===== src/rtl/bfs_pkg.sv =====
`timescale 1ns / 1ps
// ----------------------------------------------------------------------------
// bfs_pkg
// Shared types, sizes and command codes of the breadth-first traversal unit.
// ----------------------------------------------------------------------------
package bfs_pkg;

  // graph sizes
  localparam int MAX_VERTICES = 64;
  localparam int MAX_EDGES    = 256;

  // field and index widths
  localparam int VTX_W  = 6;
  localparam int VIDX_W = (MAX_VERTICES > 1) ? $clog2(MAX_VERTICES) : 1;
  localparam int QCNT_W = $clog2(MAX_VERTICES + 1);
  localparam int EIDX_W = (MAX_EDGES > 1) ? $clog2(MAX_EDGES) : 1;
  localparam int ECNT_W = $clog2(MAX_EDGES + 1);
  localparam int EDGE_W = 2 * VTX_W;

  // limits in signal widths
  localparam logic [VTX_W:0]    VTX_LIMIT = (VTX_W + 1)'(MAX_VERTICES);
  localparam logic [ECNT_W-1:0] EDGE_FULL = ECNT_W'(MAX_EDGES);

  // command codes
  typedef enum logic [1:0] {
    CMD_ADD      = 2'd0,
    CMD_TRAVERSE = 2'd1,
    CMD_CLEAR    = 2'd2
  } cmd_e;

  // input transaction
  typedef struct packed {
    cmd_e             cmd;
    logic [VTX_W-1:0] vertex_a;
    logic [VTX_W-1:0] vertex_b;
  } in_item_t;

  // output transaction
  typedef struct packed {
    logic [VTX_W-1:0] vertex;
    logic             last;
    logic             edges_dropped;
  } out_item_t;

  // traversal request from the command side to the engine
  typedef struct packed {
    logic             go;
    logic [VTX_W-1:0] vertex;
  } walk_req_t;

  // visited vertex handed from the engine to the output register
  typedef struct packed {
    logic             valid;
    logic [VTX_W-1:0] vertex;
    logic             last;
  } emit_t;

endpackage


===== src/rtl/bfs_ram.sv =====
`timescale 1ns / 1ps
// ----------------------------------------------------------------------------
// bfs_ram
// Simple dual-port synchronous RAM, one write and one registered read port.
// ----------------------------------------------------------------------------
module bfs_ram #(
  parameter int WIDTH = 8,
  parameter int DEPTH = 16
) (
  input  logic                                      clk_i,
  input  logic                                      we_i,
  input  logic [((DEPTH > 1) ? $clog2(DEPTH) : 1)-1:0] waddr_i,
  input  logic [WIDTH-1:0]                          wdata_i,
  input  logic [((DEPTH > 1) ? $clog2(DEPTH) : 1)-1:0] raddr_i,
  output logic [WIDTH-1:0]                          rdata_o
);

  logic [WIDTH-1:0] mem_q [DEPTH];
  logic [WIDTH-1:0] rdata_q;

  // write port
  always_ff @(posedge clk_i) begin
    if (we_i) begin
      mem_q[waddr_i] <= wdata_i;
    end
  end

  // registered read port
  always_ff @(posedge clk_i) begin
    rdata_q <= mem_q[raddr_i];
  end

  assign rdata_o = rdata_q;

endmodule


===== src/rtl/bfs_engine.sv =====
`timescale 1ns / 1ps
// ----------------------------------------------------------------------------
// bfs_engine
// Traversal sequencer: vertex queue RAM, visited marks, edge store scan.
// ----------------------------------------------------------------------------
module bfs_engine import bfs_pkg::*; (
  input  logic              clk_i,
  input  logic              rst_ni,
  input  walk_req_t         req_i,
  input  logic [ECNT_W-1:0] edge_count_i,
  output logic [EIDX_W-1:0] edge_raddr_o,
  input  logic [EDGE_W-1:0] edge_rdata_i,
  output emit_t             emit_o,
  input  logic              emit_ready_i,
  output logic              busy_o
);

  localparam logic [2:0] ST_IDLE = 3'd0;
  localparam logic [2:0] ST_DEQ  = 3'd1;
  localparam logic [2:0] ST_LOAD = 3'd2;
  localparam logic [2:0] ST_SCAN = 3'd3;
  localparam logic [2:0] ST_EMIT = 3'd4;
  localparam logic [2:0] ST_CLR  = 3'd5;

  localparam logic [VIDX_W-1:0] CLR_LAST = VIDX_W'(MAX_VERTICES - 1);

  logic [2:0]              state_q, state_d;
  logic [QCNT_W-1:0]       head_q, head_d;
  logic [QCNT_W-1:0]       tail_q, tail_d;
  logic [ECNT_W-1:0]       iss_q, iss_d;
  logic                    pv_q, pv_d;
  logic [VTX_W-1:0]        u_q, u_d;
  logic [VIDX_W-1:0]       clr_q, clr_d;
  logic                    cand_q, cand_d;
  logic [VTX_W-1:0]        cand_v_q, cand_v_d;
  logic                    fwd_q, fwd_d;
  logic [VTX_W-1:0]        fwd_v_q, fwd_v_d;

  logic                    q_we;
  logic [VIDX_W-1:0]       q_waddr;
  logic [VTX_W-1:0]        q_wdata;
  logic [VTX_W-1:0]        q_rdata;

  logic                    v_we;
  logic [VIDX_W-1:0]       v_waddr;
  logic                    v_wdata;
  logic [VIDX_W-1:0]       v_raddr;
  logic                    v_rdata;
  logic                    cand_seen;

  logic [VTX_W-1:0]        e_first;
  logic [VTX_W-1:0]        e_second;
  logic                    e_hit;
  logic [VTX_W-1:0]        e_other;

  // pending vertex queue
  bfs_ram #(
    .WIDTH (VTX_W),
    .DEPTH (MAX_VERTICES)
  ) u_queue (
    .clk_i   (clk_i),
    .we_i    (q_we),
    .waddr_i (q_waddr),
    .wdata_i (q_wdata),
    .raddr_i (head_q[VIDX_W-1:0]),
    .rdata_o (q_rdata)
  );

  // visited marks, cleared by a pass at the start of each traversal
  bfs_ram #(
    .WIDTH (1),
    .DEPTH (MAX_VERTICES)
  ) u_visited (
    .clk_i   (clk_i),
    .we_i    (v_we),
    .waddr_i (v_waddr),
    .wdata_i (v_wdata),
    .raddr_i (v_raddr),
    .rdata_o (v_rdata)
  );

  // neighbor match on the edge read back from the store
  assign e_first  = edge_rdata_i[EDGE_W-1:VTX_W];
  assign e_second = edge_rdata_i[VTX_W-1:0];

  always_comb begin
    e_hit   = 1'b1;
    e_other = e_second;
    if (e_first == u_q) begin
      e_other = e_second;
    end else if (e_second == u_q) begin
      e_other = e_first;
    end else begin
      e_hit = 1'b0;
    end
  end

  assign edge_raddr_o = iss_q[EIDX_W-1:0];

  // visited mark lookup of the neighbor, forwarding the mark written last cycle
  assign v_raddr   = e_other[VIDX_W-1:0];
  assign cand_seen = v_rdata || (fwd_q && (fwd_v_q == cand_v_q));

  // sequencer
  always_comb begin
    state_d  = state_q;
    head_d   = head_q;
    tail_d   = tail_q;
    iss_d    = iss_q;
    pv_d     = pv_q;
    u_d      = u_q;
    clr_d    = clr_q;
    cand_d   = 1'b0;
    cand_v_d = e_other;
    fwd_d    = 1'b0;
    fwd_v_d  = cand_v_q;
    q_we     = 1'b0;
    q_waddr  = tail_q[VIDX_W-1:0];
    q_wdata  = cand_v_q;
    v_we     = 1'b0;
    v_waddr  = cand_v_q[VIDX_W-1:0];
    v_wdata  = 1'b1;
    unique case (state_q)
      ST_IDLE: begin
        if (req_i.go) begin
          q_we    = 1'b1;
          q_waddr = '0;
          q_wdata = req_i.vertex;
          head_d  = '0;
          tail_d  = QCNT_W'(1);
          u_d     = req_i.vertex;
          clr_d   = '0;
          state_d = ST_CLR;
        end
      end
      ST_CLR: begin
        // clear every mark, the start vertex gets its mark in the same pass
        v_we    = 1'b1;
        v_waddr = clr_q;
        v_wdata = (clr_q == u_q[VIDX_W-1:0]);
        clr_d   = clr_q + VIDX_W'(1);
        if (clr_q == CLR_LAST) begin
          state_d = ST_DEQ;
        end
      end
      ST_DEQ: begin
        head_d  = head_q + QCNT_W'(1);
        state_d = ST_LOAD;
      end
      ST_LOAD: begin
        u_d     = q_rdata;
        iss_d   = '0;
        pv_d    = 1'b0;
        state_d = ST_SCAN;
      end
      ST_SCAN: begin
        // issue the next edge read
        if (iss_q < edge_count_i) begin
          iss_d = iss_q + ECNT_W'(1);
          pv_d  = 1'b1;
        end else begin
          pv_d  = 1'b0;
        end
        // neighbor of the edge that came back, its mark is read now
        cand_d = pv_q && e_hit && ({1'b0, e_other} < VTX_LIMIT);
        // mark and enqueue a neighbor that was not visited
        if (cand_q && !cand_seen) begin
          v_we   = 1'b1;
          q_we   = 1'b1;
          tail_d = tail_q + QCNT_W'(1);
          fwd_d  = 1'b1;
        end
        if (!(iss_q < edge_count_i) && !pv_q) begin
          state_d = ST_EMIT;
        end
      end
      ST_EMIT: begin
        if (emit_ready_i) begin
          state_d = (head_q == tail_q) ? ST_IDLE : ST_DEQ;
        end
      end
      default: begin
        state_d = ST_IDLE;
      end
    endcase
  end

  // state registers
  always_ff @(posedge clk_i or negedge rst_ni) begin
    if (!rst_ni) begin
      state_q <= ST_IDLE;
      head_q  <= '0;
      tail_q  <= '0;
      pv_q    <= 1'b0;
      cand_q  <= 1'b0;
      fwd_q   <= 1'b0;
    end else begin
      state_q <= state_d;
      head_q  <= head_d;
      tail_q  <= tail_d;
      pv_q    <= pv_d;
      cand_q  <= cand_d;
      fwd_q   <= fwd_d;
    end
  end

  // payload registers
  always_ff @(posedge clk_i) begin
    iss_q    <= iss_d;
    u_q      <= u_d;
    clr_q    <= clr_d;
    cand_v_q <= cand_v_d;
    fwd_v_q  <= fwd_v_d;
  end

  assign emit_o.valid  = (state_q == ST_EMIT);
  assign emit_o.vertex = u_q;
  assign emit_o.last   = (head_q == tail_q);
  assign busy_o        = (state_q != ST_IDLE);

  // queue pointers stay ordered and bounded
  assert property (@(posedge clk_i) disable iff (!rst_ni)
    head_q <= tail_q)
    else $error("queue head passed tail");

  assert property (@(posedge clk_i) disable iff (!rst_ni)
    tail_q <= QCNT_W'(MAX_VERTICES))
    else $error("queue tail beyond vertex count");

  // every vertex is enqueued at most once, so an enqueue always finds room
  assert property (@(posedge clk_i) disable iff (!rst_ni)
    (state_q == ST_SCAN && q_we) |-> (tail_q < QCNT_W'(MAX_VERTICES)))
    else $error("enqueue with a full vertex queue");

  // a vertex is handed out only after it was dequeued
  assert property (@(posedge clk_i) disable iff (!rst_ni)
    (state_q == ST_EMIT) |-> (head_q != '0))
    else $error("emit without a dequeued vertex");

endmodule


===== src/rtl/bfs_graph_traversal_unit.sv =====
`timescale 1ns / 1ps
// ----------------------------------------------------------------------------
// bfs_graph_traversal_unit
// Edge store with command decode and breadth-first traversal of the graph.
// ----------------------------------------------------------------------------
// Add-edge and clear transactions can follow back to back. A traverse
// transaction holds in_stall_o high while it runs: it first clears the
// visited marks in a pass over all MAX_VERTICES (64) marks, then every
// dequeued vertex goes through a queue read, a vertex load, one read of the
// single edge store port per stored edge, the edge read latency, the visited
// mark read latency, and the hand-off of the vertex to the output register,
// which waits while the output side stalls. Results come out in breadth-first
// order with last set on the final vertex; edges_dropped reports an add that
// found the store full since the last clear.
module bfs_graph_traversal_unit import bfs_pkg::*; (
  input  logic      clk_i,
  input  logic      rst_ni,
  input  logic      in_valid_i,
  output logic      in_stall_o,
  input  in_item_t  in_data_i,
  output logic      out_valid_o,
  input  logic      out_stall_i,
  output out_item_t out_data_o
);

  logic              busy;
  logic              in_fire;
  logic              a_ok;
  logic              b_ok;

  logic [ECNT_W-1:0] count_q, count_d;
  logic              ovf_q, ovf_d;
  logic              e_we;
  walk_req_t         req;

  logic [EIDX_W-1:0] e_raddr;
  logic [EDGE_W-1:0] e_rdata;

  emit_t             emit;
  logic              emit_ready;
  logic              out_valid_q, out_valid_d;
  out_item_t         out_data_q;

  assign in_stall_o = busy;
  assign in_fire    = in_valid_i && !busy;
  assign a_ok       = ({1'b0, in_data_i.vertex_a} < VTX_LIMIT);
  assign b_ok       = ({1'b0, in_data_i.vertex_b} < VTX_LIMIT);

  // command decode
  always_comb begin
    count_d    = count_q;
    ovf_d      = ovf_q;
    e_we       = 1'b0;
    req.go     = 1'b0;
    req.vertex = in_data_i.vertex_a;
    if (in_fire) begin
      unique case (in_data_i.cmd)
        CMD_ADD: begin
          if (a_ok && b_ok) begin
            if (count_q == EDGE_FULL) begin
              ovf_d = 1'b1;
            end else begin
              e_we    = 1'b1;
              count_d = count_q + ECNT_W'(1);
            end
          end
        end
        CMD_TRAVERSE: begin
          req.go = a_ok;
        end
        CMD_CLEAR: begin
          count_d = '0;
          ovf_d   = 1'b0;
        end
        default: begin
        end
      endcase
    end
  end

  // edge store
  bfs_ram #(
    .WIDTH (EDGE_W),
    .DEPTH (MAX_EDGES)
  ) u_edges (
    .clk_i   (clk_i),
    .we_i    (e_we),
    .waddr_i (count_q[EIDX_W-1:0]),
    .wdata_i ({in_data_i.vertex_a, in_data_i.vertex_b}),
    .raddr_i (e_raddr),
    .rdata_o (e_rdata)
  );

  // traversal engine
  bfs_engine u_engine (
    .clk_i        (clk_i),
    .rst_ni       (rst_ni),
    .req_i        (req),
    .edge_count_i (count_q),
    .edge_raddr_o (e_raddr),
    .edge_rdata_i (e_rdata),
    .emit_o       (emit),
    .emit_ready_i (emit_ready),
    .busy_o       (busy)
  );

  // output register
  assign emit_ready = !out_valid_q || !out_stall_i;

  always_comb begin
    out_valid_d = out_valid_q;
    if (emit.valid && emit_ready) begin
      out_valid_d = 1'b1;
    end else if (!out_stall_i) begin
      out_valid_d = 1'b0;
    end
  end

  always_ff @(posedge clk_i or negedge rst_ni) begin
    if (!rst_ni) begin
      count_q     <= '0;
      ovf_q       <= 1'b0;
      out_valid_q <= 1'b0;
    end else begin
      count_q     <= count_d;
      ovf_q       <= ovf_d;
      out_valid_q <= out_valid_d;
    end
  end

  always_ff @(posedge clk_i) begin
    if (emit.valid && emit_ready) begin
      out_data_q.vertex        <= emit.vertex;
      out_data_q.last          <= emit.last;
      out_data_q.edges_dropped <= ovf_q;
    end
  end

  assign out_valid_o = out_valid_q;
  assign out_data_o  = out_data_q;

  // edge count stays within the store
  assert property (@(posedge clk_i) disable iff (!rst_ni)
    count_q <= EDGE_FULL)
    else $error("edge count beyond store depth");

  // overflow is only possible with a full store
  assert property (@(posedge clk_i) disable iff (!rst_ni)
    ovf_q |-> (count_q == EDGE_FULL))
    else $error("overflow flag set with free edge slots");

endmodule


===== config.mk =====
export PLATFORM = sky130hd
export DESIGN_NAME = bfs_graph_traversal_unit
export DESIGN_NICKNAME = d
export VERILOG_FILES = /design/src/rtl/bfs_pkg.sv /design/src/rtl/bfs_ram.sv /design/src/rtl/bfs_engine.sv /design/src/rtl/bfs_graph_traversal_unit.sv
export SDC_FILE = /design/constraint.sdc
export NUM_CORES = 2
export LEC_CHECK = 0
export ABC_AREA = 0
export CORE_MARGIN = 3
export CORE_UTILIZATION = 45
export DETAILED_ROUTE_END_ITERATION = 16
export DONT_BUFFER_PORTS = 1
export RECOVER_POWER = 25
export SYNTH_ARGS = -nofsm -noshare
export SYNTH_HDL_FRONTEND = slang
export SYNTH_SLANG_ARGS = --single-unit

===== constraint.sdc =====
create_clock -name clk_i -period 7 [get_ports clk_i]
set_input_delay 1.4 -clock clk_i [delete_from_list [all_inputs] [get_ports clk_i]]
set_output_delay 1.4 -clock clk_i [all_outputs]
set_load 0.1 [all_outputs]

==> impl_results.md <==
- Average cell area after synthesis: 23.4 um2
- Die Wd: roughly 560 um
- Slew Viols, Final: 0
- Post-route DRC: 0
- CP max stage cell: nor2_1
- First-pass GRT wire length: roughly 490000 um
- Min Tclk post-route: 4.84 ns
- Die ar.: about 320000 um2
- EDFF count, synth: 3549
- Vias in the first global route: 63400
- Top post-synthesis cells by area: edfxtp_1, mux4_2, nor2_1
- Row Count: approximately 200
- Overflow after GRT: 0
- PD cells: 274 nW/um2
- Yosys warning count: 0
- GRT met2 Usage: 0.334
- Hold Buf Count CTS: 0
- Max Clock Freq: roughly 210 MHz
- CP Capture Type: flop
- Ports: 28
- Pre-CTS setup slack: around 1.8 ns
- Multi-input logic area: between 30000 and 40000 um2
- VDD IR max: 228 uV
- Final nets: just over 6000
- Final wirelength: 341000 um
- Pin count of the biggest net entering global routing: between 200 and 300
- Ys async rst share: 0.00858
- Register-to-register setup slack: 2.16 ns
- Top cells by count, synth: edfxtp_1, mux4_2, nor2_1
- Hold WC Path Type: in -> async
- DRT iter0 DRCs: approximately 8400
- Clk sinks: roughly 3600
- # Post-CTS Setup Buffers: 0
- TritonCTS buffer count: 370
- Top FF cell, synth: edfxtp_1
- Yosys cell types: 48
- CP delay by family, top: simple AND/OR/NAND/NOR gates
- Overall Global Routing Usage: 0.215
- Worst-Margin Slew: roughly 1.3 ns
- RR Startpoint: u_engine.state_q[0]
- Met1 usage: 0.320
- Post-Syn Instances: 5949
- Area leader, netlist: edfxtp_1
- Synthesized flop and latch total: ~3600
- Worst-case reg-to-reg path depth: 8
- Initial Utilization: 0.454
- Mean routed wirelength per cell: 32.3 um
- CTS max path bufs: 4
- Max_cap viols: 0
- Routability cong.: ~0.81
- Vias: 63700
- Die height: ~560 um
- RSZ-0062 raised after global routing: false
- Final TNS setup: 0 ns
- Antenna-violating nets left: 0
- CTS tree: yes
- Detailed Routing Iterations Pass 1: 5
- Register Area: 108000 um2
- Fin. Hold Viols: 0
- Critical R2R Capture: u_edges.mem_q[235][6]
- Total Power: 42900 uW
- Post-synthesis sequential area ratio: 0.774
- Crit path top cell by count: nor3_1
- Maximum fanout count along the critical path: 16
- Cell Area, Synth: roughly 140000 um2
- Critical-path cell list: nor3_1, nand2_1, nor3_1, nand2b_1, nor3_2, buf_4, nand3_1, nor2_1
- Fin worst setup slack: about 2.2 ns
- WP buf/inv: 1
- Grt peak-use layer: met2
- Status: completed
- Crit start category: flop
- Post-Layout Cell Count: 10600
- Clk slew on worst S/H paths: about 0.06 ns
- Worst slew margin: 0.150
- Dpl hpwl: 185000 um
- Synthesis-to-finish area growth: 12.3%
- Synthesized Nets: 5983
- Final Setup Violations: 0
- Initial antenna violation count: 35
- Max stage delay on crit path: 1.18 ns
- Yosys top cell area share: 0.764
- Htree depth: 5
- Met3 GRT Util: 0.0410
- Latest clock arrival within the worst-skew pair: a little over 0.9 ns
- Layout Skew: roughly 0.051 ns
- Hold Slack: 0.179 ns
- Port buffer count: 0
- Req. time, crit path: 7.52 ns
- Fill cells: approximately 24000
- Most frequent cell after synthesis: edfxtp_1
- Core area: between 300000 and 400000 um2
- Placed Cells incl. Taps: 9873
- Fin crit share: 0.692
- Arrival time worst endpoint: 5.36 ns
- CTS Root Cell: clkbuf_16
- Pleak: around 0.049 uW
- Critical path class: reg -> reg
- Share of layout cells above drive strength 1: 0.290
- # resized after CTS: 0
- Avg Vias per Cell: slightly above 6
[metrics by stage]
| stage | utilization | cell area (um2) |
|---|---|---|
| after floorplan | - | 139000 |
| after global placement | 0.471 | 145000 |
| after detailed placement | 0.471 | 145000 |
| after CTS | 0.510 | 157000 |
| after global routing | 0.510 | 157000 |
| final | 0.510 | 157000 |
[area by class of cell]
type | count | share of cell area
repair buffers | 145 | 0.00863
multi-input cells | 2000 | 0.193
flip-flops and latches | 3611 | 0.689
inverters | 17 | 0.000407
clock buffers | 449 | 0.0625
clock inverters | 221 | 0.0129
diodes | 14 | 0.000224
well taps | 4100 | 0.0328
[placed cells by master, fill, tap and decap left out, types with 7 or more instances in the layout]
master | netlist | routed
nand3_1 | 28 | 28
a31oi_1 | 8 | 8
nand2_1 | 145 | 123
clkinv_1 | 0 | 74
mux2_2 | 14 | 14
xnor2_1 | 26 | 26
ha_1 | 16 | 16
dfxtp_1 | 31 | 31
nand3b_1 | 9 | 9
mux4_2 | 1146 | 1146
a21oi_1 | 9 | 9
nand2b_1 | 8 | 8
bufinv_16 | 0 | 30
inv_1 | 16 | 16
nand2_2 | 0 | 7
clkbuf_8 | 0 | 7
clkinv_2 | 0 | 78
clkbuf_1 | 185 | 64
diode_2 | 0 | 14
dfrtp_1 | 31 | 28
o21ai_0 | 21 | 21
buf_12 | 0 | 21
nor2_1 | 437 | 437
nor3_1 | 8 | 7
nand2_4 | 0 | 15
edfxtp_1 | 3549 | 3549
clkbuf_16 | 0 | 378
buf_4 | 2 | 124
clkinvlp_4 | 0 | 13
inv_6 | 0 | 11
mux2i_1 | 14 | 14
nand4_1 | 10 | 10
xor2_1 | 28 | 28
and3_1 | 21 | 21
[kinds of logic after synthesis]
group / count (synthesis) / synth area share
muxes: 1175 / 0.187
DFF: 3611 / 0.774
buffers and inverters: 338 / 0.00990
xor gates and xnor gates: 54 / 0.00339
AOI/OAI and AO/OA: 62 / 0.00285
adders and majority gates: 16 / 0.00144
and+or+nand+nor: 693 / 0.0206
[per-layer routing]
metal / vias up / share of wire
li1: 25700 / -
met2: 2961 / 0.48
met5: - / 0.00016
met1: 34700 / 0.41
met3: 408 / 0.087
met4: 8 / 0.020
[how the worst max path moves through the flow]
stage / slack, ns / startpoint / depth (start not counted) / to
after global routing: 1.89 / u_engine.state_q[0] / 8 / u_edges.mem_q[235][6]
after detailed placement: 1.81 / in_valid_i / 7 / u_edges.mem_q[235][8]
final: 2.16 / u_engine.state_q[0] / 8 / u_edges.mem_q[235][6]
after CTS: 2.18 / u_engine.state_q[0] / 8 / u_edges.mem_q[235][6]
after global placement: 1.13 / in_valid_i / 5 / u_edges.mem_q[23][6]
after floorplan: 2.77 / u_engine.clr_q[3] / 4 / u_engine.u_visited.mem_q[0]
[power by group]
| group | switching (uW) | total [uW] | internal [uW] | leakage, uW |
|---|---|---|---|---|
| Sequential | 0.000000000000222 | 23700 | 23700 | 0.0327 |
| Clock | 8170 | 19300 | 11100 | 0.00579 |
| Combinational | 0.551 | 2.23 | 1.67 | 0.0108 |
[registers in the layout, indices dropped and copies added, names as in the netlist]
name                        cells
count_q                         9
out_data_o                      8
out_valid_o                     1
ovf_q                           1
u_edges.mem_q                3072
u_edges.rdata_o                12
u_engine.cand_q                 1
u_engine.cand_v_q               6
u_engine.clr_q                  6
u_engine.fwd_q                  1
u_engine.fwd_v_q                6
u_engine.head_q                 7
u_engine.iss_q                  9
u_engine.pv_q                   1
u_engine.state_q                3
u_engine.tail_q                 7
u_engine.u_q                    6
u_engine.u_queue.mem_q        384
u_engine.u_queue.rdata_o        6
u_engine.u_visited.mem_q       64
u_engine.u_visited.rdata_o      1
(Power assumes the default switching activity.)
